[config.mk]
export PLATFORM = sky130hd
export DESIGN_NAME = aabb_wall_collision_resolver_core
export DESIGN_NICKNAME = d
export VERILOG_FILES = /design/src/rtl/awcr_pkg.sv /design/src/rtl/aabb_wall_collision_resolver_core.sv
export SDC_FILE = /design/constraint.sdc
export NUM_CORES = 2
export LEC_CHECK = 0
export BUFFER_PORTS_ARGS = -buffer_cell sky130_fd_sc_hd__buf_2
export CAP_MARGIN = 40
export CELL_PAD_IN_SITES_DETAIL_PLACEMENT = 0
export CELL_PAD_IN_SITES_GLOBAL_PLACEMENT = 1
export CORE_MARGIN = 4
export CORE_UTILIZATION = 46
export DETAILED_ROUTE_END_ITERATION = 8
export PLACE_DENSITY = 0.85
export SLEW_MARGIN = 25
export SYNTH_ARGS = -nofsm -noshare
export SYNTH_HDL_FRONTEND = slang
export SYNTH_SLANG_ARGS = --single-unit
[constraint.sdc]
create_clock -name clk -period 9.6 [get_ports clk]
set_clock_uncertainty 0.2 [all_clocks]
set_input_delay 0.96 -clock clk [delete_from_list [all_inputs] [get_ports clk]]
set_output_delay 0.96 -clock clk [all_outputs]
set_load 0.005 [all_outputs]
[src/rtl/awcr_pkg.sv]
// shared types, codes and constants for the wall collision resolver
`timescale 1ns / 1ps

package awcr_pkg;

	localparam int CoordBits    = 16;
	localparam int RegBits      = 15;
	localparam int IdxBits      = 3;
	localparam int ActBits      = 2;
	localparam int WallSlotsDef = 8;

	// action codes
	localparam logic [ActBits-1:0] ActWrite      = 2'd0;
	localparam logic [ActBits-1:0] ActResolve    = 2'd1;
	localparam logic [ActBits-1:0] ActInvalidate = 2'd2;

	// register indexes
	localparam logic CfgRadius     = 1'b0;
	localparam logic CfgHalfHeight = 1'b1;

	typedef struct packed {
		logic [ActBits-1:0]          action;
		logic [IdxBits-1:0]          wall_index;
		logic signed [CoordBits-1:0] pos_x;
		logic signed [CoordBits-1:0] pos_y;
		logic signed [CoordBits-1:0] pos_z;
		logic signed [CoordBits-1:0] wall_min_x;
		logic signed [CoordBits-1:0] wall_min_y;
		logic signed [CoordBits-1:0] wall_min_z;
		logic signed [CoordBits-1:0] wall_max_x;
		logic signed [CoordBits-1:0] wall_max_y;
		logic signed [CoordBits-1:0] wall_max_z;
	} cmd_t;

	typedef struct packed {
		logic signed [CoordBits-1:0] out_x;
		logic signed [CoordBits-1:0] out_y;
		logic signed [CoordBits-1:0] out_z;
		logic                        collided;
	} res_t;

	typedef struct packed {
		logic signed [CoordBits-1:0] lo_x;
		logic signed [CoordBits-1:0] lo_y;
		logic signed [CoordBits-1:0] lo_z;
		logic signed [CoordBits-1:0] hi_x;
		logic signed [CoordBits-1:0] hi_y;
		logic signed [CoordBits-1:0] hi_z;
	} wall_t;

endpackage

[src/rtl/aabb_wall_collision_resolver_core.sv]
// top level: wall table and sequential aabb pushout resolver
`timescale 1ns / 1ps

// usage
// - command channel: a cmd transfer happens at a rising edge with start high and busy low
// - action write loads a wall box into slot wall_index and marks it valid; invalidate
//   clears the slot's valid bit; neither gives a result
// - a slot index at or above WALL_SLOTS and the unused action code are dropped silently
// - action resolve walks the wall slots in order, one slot per cycle through a single
//   shared overlap / penetration / push datapath, then saturates in the output state
// - a resolve: done rises after the slot walk and the output (saturate) state, and the result
//   transfers at the edge ending the done cycle; a new command can be taken at that same edge,
//   but not earlier: busy stays high through the whole slot walk and the output state
// - result channel: res is valid for exactly one cycle while done is high; there is no
//   backpressure, the receiver must take it in that cycle
// - config port: cfg_we writes cfg_wdata into register cfg_idx (0 player radius,
//   1 half height) at the edge; write only while busy is low and no done is pending
// - reset: valid bits cleared, radius 77 and half height 205 (q8.8), sequencer idle;
//   wall corner storage is not cleared, a slot only takes part in a walk once written
// - the walk keeps the corrected x and z at full width and clamps only at the output

module aabb_wall_collision_resolver_core #(
	parameter int WALL_SLOTS = awcr_pkg::WallSlotsDef
) (
	input  logic                          clk,
	input  logic                          arst_n,
	input  logic                          start,
	output logic                          busy,
	input  awcr_pkg::cmd_t                cmd,
	output logic                          done,
	output awcr_pkg::res_t                res,
	input  logic                          cfg_we,
	input  logic                          cfg_idx,
	input  logic [awcr_pkg::RegBits-1:0]  cfg_wdata
);

	localparam int CB   = awcr_pkg::CoordBits;
	localparam int IdxW = (WALL_SLOTS > 1) ? $clog2(WALL_SLOTS) : 1;
	localparam int CntW = $clog2(WALL_SLOTS + 1);
	// corrected position plus up to one push of 2^(CB+1) per slot
	localparam int AccW = CB + 3 + $clog2(WALL_SLOTS + 1);
	localparam int CmpW = AccW + 1;

	localparam logic [1:0] StIdle = 2'd0;
	localparam logic [1:0] StWalk = 2'd1;
	localparam logic [1:0] StOut  = 2'd2;

	localparam logic signed [AccW-1:0] CMax = {{(AccW-CB+1){1'b0}}, {(CB-1){1'b1}}};
	localparam logic signed [AccW-1:0] CMin = ~CMax;

	// control state
	logic [1:0]            state_q;
	logic [CntW-1:0]       slot_q;
	logic [WALL_SLOTS-1:0] vld_q;
	logic                  done_q;
	logic                  hit_q;

	// config registers
	logic [awcr_pkg::RegBits-1:0] radius_q;
	logic [awcr_pkg::RegBits-1:0] hh_q;

	// wall table and its registered read port
	awcr_pkg::wall_t mem [WALL_SLOTS];
	awcr_pkg::wall_t rd_q;

	// per-resolve working registers
	logic signed [CmpW-1:0] rx_lo_q, rx_hi_q, rz_lo_q, rz_hi_q;
	logic signed [CmpW-1:0] ry_lo_q, ry_hi_q;
	logic signed [AccW-1:0] cx_q, cz_q;
	logic signed [CB-1:0]   ry_q;
	logic signed [CmpW-1:0] rr_q;
	awcr_pkg::res_t         res_q;

	// command decode
	logic accept, acc_resolve, acc_write, acc_inval, slot_ok;
	logic [IdxW-1:0] wr_addr;

	assign accept      = start && !busy;
	assign slot_ok     = int'(cmd.wall_index) < WALL_SLOTS;
	assign acc_resolve = accept && (cmd.action == awcr_pkg::ActResolve);
	assign acc_write   = accept && (cmd.action == awcr_pkg::ActWrite) && slot_ok;
	assign acc_inval   = accept && (cmd.action == awcr_pkg::ActInvalidate) && slot_ok;
	assign wr_addr     = IdxW'(cmd.wall_index);

	// player box extents at accept time
	logic signed [CmpW-1:0] r_in, h_in, px_in, py_in, pz_in;
	assign r_in  = CmpW'($signed({1'b0, radius_q}));
	assign h_in  = CmpW'($signed({1'b0, hh_q}));
	assign px_in = CmpW'(cmd.pos_x);
	assign py_in = CmpW'(cmd.pos_y);
	assign pz_in = CmpW'(cmd.pos_z);

	// walk sequencing
	logic            walking, last_slot, rd_en;
	logic [CntW-1:0] slot_nxt;
	logic [IdxW-1:0] rd_addr;

	assign walking   = (state_q == StWalk);
	assign last_slot = (slot_q == CntW'(WALL_SLOTS - 1));
	assign slot_nxt  = slot_q + 1'b1;
	assign rd_en     = acc_resolve || (walking && !last_slot);
	assign rd_addr   = acc_resolve ? '0 : slot_nxt[IdxW-1:0];

	// shared slot datapath: overlap test against the current box, then
	// penetrations from the requested position and the push choice
	logic signed [CmpW-1:0] lox, loy, loz, hix, hiy, hiz;
	logic signed [CmpW-1:0] cxe, cze, cxp, cxm, czp, czm;
	logic signed [CmpW-1:0] flx, fhx, flz, fhz, px, pz, ax, az;
	logic                   ovl, ovx, ovz, push_x, push_z, slot_live;
	logic signed [AccW-1:0] cx_nxt, cz_nxt;

	always_comb begin
		lox = CmpW'(rd_q.lo_x);
		loy = CmpW'(rd_q.lo_y);
		loz = CmpW'(rd_q.lo_z);
		hix = CmpW'(rd_q.hi_x);
		hiy = CmpW'(rd_q.hi_y);
		hiz = CmpW'(rd_q.hi_z);
		cxe = CmpW'(cx_q);
		cze = CmpW'(cz_q);
		cxp = cxe + rr_q;
		cxm = cxe - rr_q;
		czp = cze + rr_q;
		czm = cze - rr_q;

		slot_live = vld_q[slot_q[IdxW-1:0]];
		ovl = slot_live && (cxp > lox) && (cxm < hix) && (ry_hi_q > loy) && (ry_lo_q < hiy)
			&& (czp > loz) && (czm < hiz);

		// penetration per axis, depth from the low side wins only if strictly smaller
		ovx = (rx_hi_q > lox) && (rx_lo_q < hix);
		ovz = (rz_hi_q > loz) && (rz_lo_q < hiz);
		flx = rx_hi_q - lox;
		fhx = hix - rx_lo_q;
		flz = rz_hi_q - loz;
		fhz = hiz - rz_lo_q;
		px  = !ovx ? '0 : ((flx < fhx) ? flx : -fhx);
		pz  = !ovz ? '0 : ((flz < fhz) ? flz : -fhz);
		ax  = px[CmpW-1] ? -px : px;
		az  = pz[CmpW-1] ? -pz : pz;

		// smaller nonzero axis takes the push
		push_x = ovl && (px != '0) && ((ax < az) || (pz == '0));
		push_z = ovl && !push_x && (pz != '0);
		cx_nxt = push_x ? (cx_q - AccW'(px)) : cx_q;
		cz_nxt = push_z ? (cz_q - AccW'(pz)) : cz_q;
	end

	// output clamp
	function automatic logic signed [CB-1:0] sat(input logic signed [AccW-1:0] v);
		logic signed [CB-1:0] r;
		if (v > CMax) begin
			r = CMax[CB-1:0];
		end else if (v < CMin) begin
			r = CMin[CB-1:0];
		end else begin
			r = v[CB-1:0];
		end
		return r;
	endfunction

	// sequencer and control
	always_ff @(posedge clk or negedge arst_n) begin
		if (!arst_n) begin
			state_q  <= StIdle;
			slot_q   <= '0;
			vld_q    <= '0;
			done_q   <= 1'b0;
			hit_q    <= 1'b0;
			radius_q <= awcr_pkg::RegBits'(77);
			hh_q     <= awcr_pkg::RegBits'(205);
		end else begin
			// done is a registered copy of the output state flag
			done_q <= (state_q == StOut);
			if (cfg_we) begin
				unique case (cfg_idx)
					awcr_pkg::CfgRadius:     radius_q <= cfg_wdata;
					awcr_pkg::CfgHalfHeight: hh_q     <= cfg_wdata;
					default: ;
				endcase
			end
			if (acc_write) begin
				vld_q[wr_addr] <= 1'b1;
			end
			if (acc_inval) begin
				vld_q[wr_addr] <= 1'b0;
			end
			unique case (state_q)
				StIdle: begin
					if (acc_resolve) begin
						state_q <= StWalk;
						slot_q  <= '0;
						hit_q   <= 1'b0;
					end
				end
				StWalk: begin
					if (ovl) begin
						hit_q <= 1'b1;
					end
					if (last_slot) begin
						state_q <= StOut;
					end else begin
						slot_q <= slot_nxt;
					end
				end
				StOut: begin
					state_q <= StIdle;
				end
				default: state_q <= StIdle;
			endcase
		end
	end

	// wall table: one write port from the command, one registered read for the walk
	always_ff @(posedge clk) begin
		if (acc_write) begin
			mem[wr_addr] <= '{lo_x: cmd.wall_min_x, lo_y: cmd.wall_min_y,
				lo_z: cmd.wall_min_z, hi_x: cmd.wall_max_x, hi_y: cmd.wall_max_y,
				hi_z: cmd.wall_max_z};
		end
		if (rd_en) begin
			rd_q <= mem[rd_addr];
		end
	end

	// payload registers
	always_ff @(posedge clk) begin
		if (acc_resolve) begin
			rr_q    <= r_in;
			rx_lo_q <= px_in - r_in;
			rx_hi_q <= px_in + r_in;
			rz_lo_q <= pz_in - r_in;
			rz_hi_q <= pz_in + r_in;
			ry_lo_q <= py_in - h_in;
			ry_hi_q <= py_in + h_in;
			ry_q    <= cmd.pos_y;
			cx_q    <= AccW'(cmd.pos_x);
			cz_q    <= AccW'(cmd.pos_z);
		end else if (walking) begin
			cx_q <= cx_nxt;
			cz_q <= cz_nxt;
		end
		if (state_q == StOut) begin
			res_q <= '{out_x: sat(cx_q), out_y: ry_q, out_z: sat(cz_q), collided: hit_q};
		end
	end

	assign busy = (state_q != StIdle);
	assign done = done_q;
	assign res  = res_q;

	// the result strobe only ever shows once the sequencer is back in idle
	a_done_idle: assert property (@(posedge clk) disable iff (!arst_n)
		done |-> !busy)
		else $error("done raised while the sequencer is busy");

	// a taken resolve always occupies the sequencer
	a_resolve_busy: assert property (@(posedge clk) disable iff (!arst_n)
		acc_resolve |=> busy)
		else $error("resolve accepted but sequencer not busy");

	// every output cycle yields exactly one done strobe
	a_out_done: assert property (@(posedge clk) disable iff (!arst_n)
		(state_q == StOut) |=> (done && !busy))
		else $error("output cycle did not produce a done strobe");

	// done is a single-cycle strobe
	a_done_pulse: assert property (@(posedge clk) disable iff (!arst_n)
		done |=> !done)
		else $error("done held for more than one cycle");

	// the walk never steps past the last slot
	a_slot_range: assert property (@(posedge clk) disable iff (!arst_n)
		walking |-> (slot_q < CntW'(WALL_SLOTS)))
		else $error("slot counter out of range during walk");

endmodule

==> impl_metrics.toml <==
[outcome]
outcome = "finished, final reports clean"

[routing]
route.detailed.drc = 0
viasPerCell = 5.634
drt_iter0_drc = 4404
vias = 45264
firstDrtPassIters = 8
routed_wl_um = 180500
wl_per_cell_um = 22.47
ant_nets = 0

[clock_tree]
cts_max_level = 3
cts_sinks = 1135
cts_buffers = 115
path_clk_slew_ns = 0.06
root_buffer = "clkbuf_16"
clock_path_buffers = 3
cts_tree = "yes"
holdBufCountCts = 0
clkLatencyLatePin_ns = 0.78

[timing]
rsz0062_at_grt = "no"
finalHoldViolations = 0
drv_slew = 0
max_slew_margin_pct = 31.28
finalWorstSetupSlack_ns = 0.7489
timing.fmax_ghz = 0.1130
period_needed_ns = 8.851
setup_viol = 0
worst_pin_slew_ns = 1.031
timing.setup.tns_ns = 0
fin_crit_sh_pct = 92.20

[die]
start_util_pct = 46.25
coreArea_mm2 = 0.1355
die_w_um = 377.1
fp.dieH_um = 377.1
io_pins = 220
core.rowCount = 135
die_area_mm2 = 0.1422

[yosys]
ys_ff_latch = 1135
synth-main-ff-cell = "edfxtp_1"
synth_xor_xnor_area_share_pct = 4.064
ys.warnings.count = 0
synth.area.mux_share_pct = 0.6270
netlist_instances = 5977
synth_most_common_cell = "edfxtp_1"
synth_top_area_cell = "edfxtp_1"
synthArstFlopShare_pct = 4.053
syn_area_per_cell_um2 = 10.48
synth_compound_area_share_pct = 13.32
yosys.area_share.adder_pct = 9.717
synth_top_family_by_area = "simple AND/OR/NAND/NOR gates"
synth_area_leaders = "edfxtp_1, ha_1, nand2_1"
seq_area_frac_synth_pct = 54.05
synth_cell_types = 97
synthSimpleGateAreaFrac_pct = 14.63
synth_edf_count = 1089
synth.top_cell.area_share_pct = 52.19
synthesis.area_mm2 = 0.06266
synth_common_cells = "edfxtp_1, nand2_1, nor2_1, ha_1, a21oi_1"

[global_route]
antenna_found_initial = 41
gr-usage-all-layers_pct = 24.87
grt_pass1_vias = 42649
grt_max_degree = 193
gr-total-overflow = 0
grt_pass1_wl_um = 265400

[layout]
fillCellCount = 11917
design_area_mm2 = 0.06975
fin_nets = 6790
synthToLayoutAreaGrowth_pct = 11.32
drive_above_1_share_pct = 8.941

[flow_run]
drv_cap = 0

[place]
io_buffers = 219
dpl_worst_slack_ns = 0.6755
gp_congestion = 0.9254
dp_hpwl_um = 128500
post_dp_cell_area_mm2 = 0.06597

[worst_setup_path]
cp_max_fo = 23
crit_arrival_ns = 9.10
path_class = "flop to flop"
crit_path_frequent_cell = "a21oi_1"
end_kind = "flop"
slowest_stage = "fa_1"
critPathLaunchType = "flop"
crit_required_ns = 9.85
cpPeakStageDelay_ns = 0.43

[worst_hold_path]
timing.hold.worst.class = "input port to async pin"
## state kept, by name, summed over array words and instances (netlist names), 15 cells and up
signal,cells
hiy,16
lox,16
ry_lo_q,17
res,49
loy,16
hh_q,15
rz_lo_q,17
radius_q,15
hiz,16
mem,768
rx_hi_q,16
rz_hi_q,16
ry_q,16
cz_q,23
loz,16
rx_lo_q,17
cx_q,23
hix,16
ry_hi_q,16
rr_q,15
## critical path: cells and delay by family (launching register included)
family / cells / cell delay [ns]
flops: 1 / 0.39
compound gates: 21 / 4.41
simple gates: 8 / 1.32
buf+inv: 4 / 0.56
xor+xnor: 2 / 0.30
fa+ha+maj: 5 / 1.34
## path summary, 6_finish.rpt
check	cells past startpoint	endpoint	startpoint	slack, ns
hold reg to reg	0	res[30]	ry_q[13]	0.22
min in group clk	0	res[30]	ry_q[13]	0.22
setup reg to reg	40	cz_q[12]	rx_lo_q[0]	0.75
max in group asynchronous	2	slot_q[0]	arst_n	8.43
hold / removal	2	hit_q	arst_n	0.16
setup / recovery	40	cz_q[12]	rx_lo_q[0]	0.75
## cells by family (layout without fill, tap and decap cells)
kind of cell,Yosys count,after routing
adder cells (fa/ha/maj),477,477
flip-flops,1135,1135
XOR/XNOR,286,286
multiplexers,34,34
buffers and inverters,597,857
AO/OA/AOI/OAI,1374,1374
other,2,18
AND/OR/NAND/NOR,2072,2072
## repair_timing
action | in CTS | in global routing
hold endpoints to repair | 0 | 0
buffers inserted | 0 | 1
endpoints found under the setup margin | 0 | 46
gates resized for setup | 0 | 6
## placed cells by master (no fill, tap or decap), drive strengths merged, types with 143 or more instances in the layout
master / count
a21oi: 448
buf: 290
clkbuf: 143
edfxtp: 1089
ha: 461
inv: 360
nand2: 833
nand3: 169
nor2: 633
o21ai: 401
xnor2: 192
## through the flow
step,std cells,hold slack [ns],utilization [%]
final,8034,0.1572,51.49
after CTS,8019,0.1454,51.44
after floorplan,5981,0.2003,-
after global placement,7791,0.2025,48.49
after detailed placement,7805,0.2045,48.70
after global routing,8026,0.1908,51.47
## final cells by class
class	count	area (um^2)	area share, %
diodes	12	30.03	0.04305
clock buffers	141	2975	4.266
clock inverters	73	735.7	1.055
inverters	351	1328	1.903
multi-input cells	4249	26690	38.27
flip-flops and latches	1135	33870	48.56
well taps	1781	2228	3.195
repair buffers	292	1892	2.712
## metal layers
layer / vias up / GRT usage (%) / wire [um]
met3: 280 / 6.136 / 15930
li1: 21799 / - / -
met4: 32 / 8.113 / 5744
met1: 21655 / 34.12 / 77890
met2: 1498 / 38.90 / 80780
met5: - / 0 / 206
Power is not shown: default switching activity piles up to over one toggle a cycle in this logic, so the estimate is an artifact.
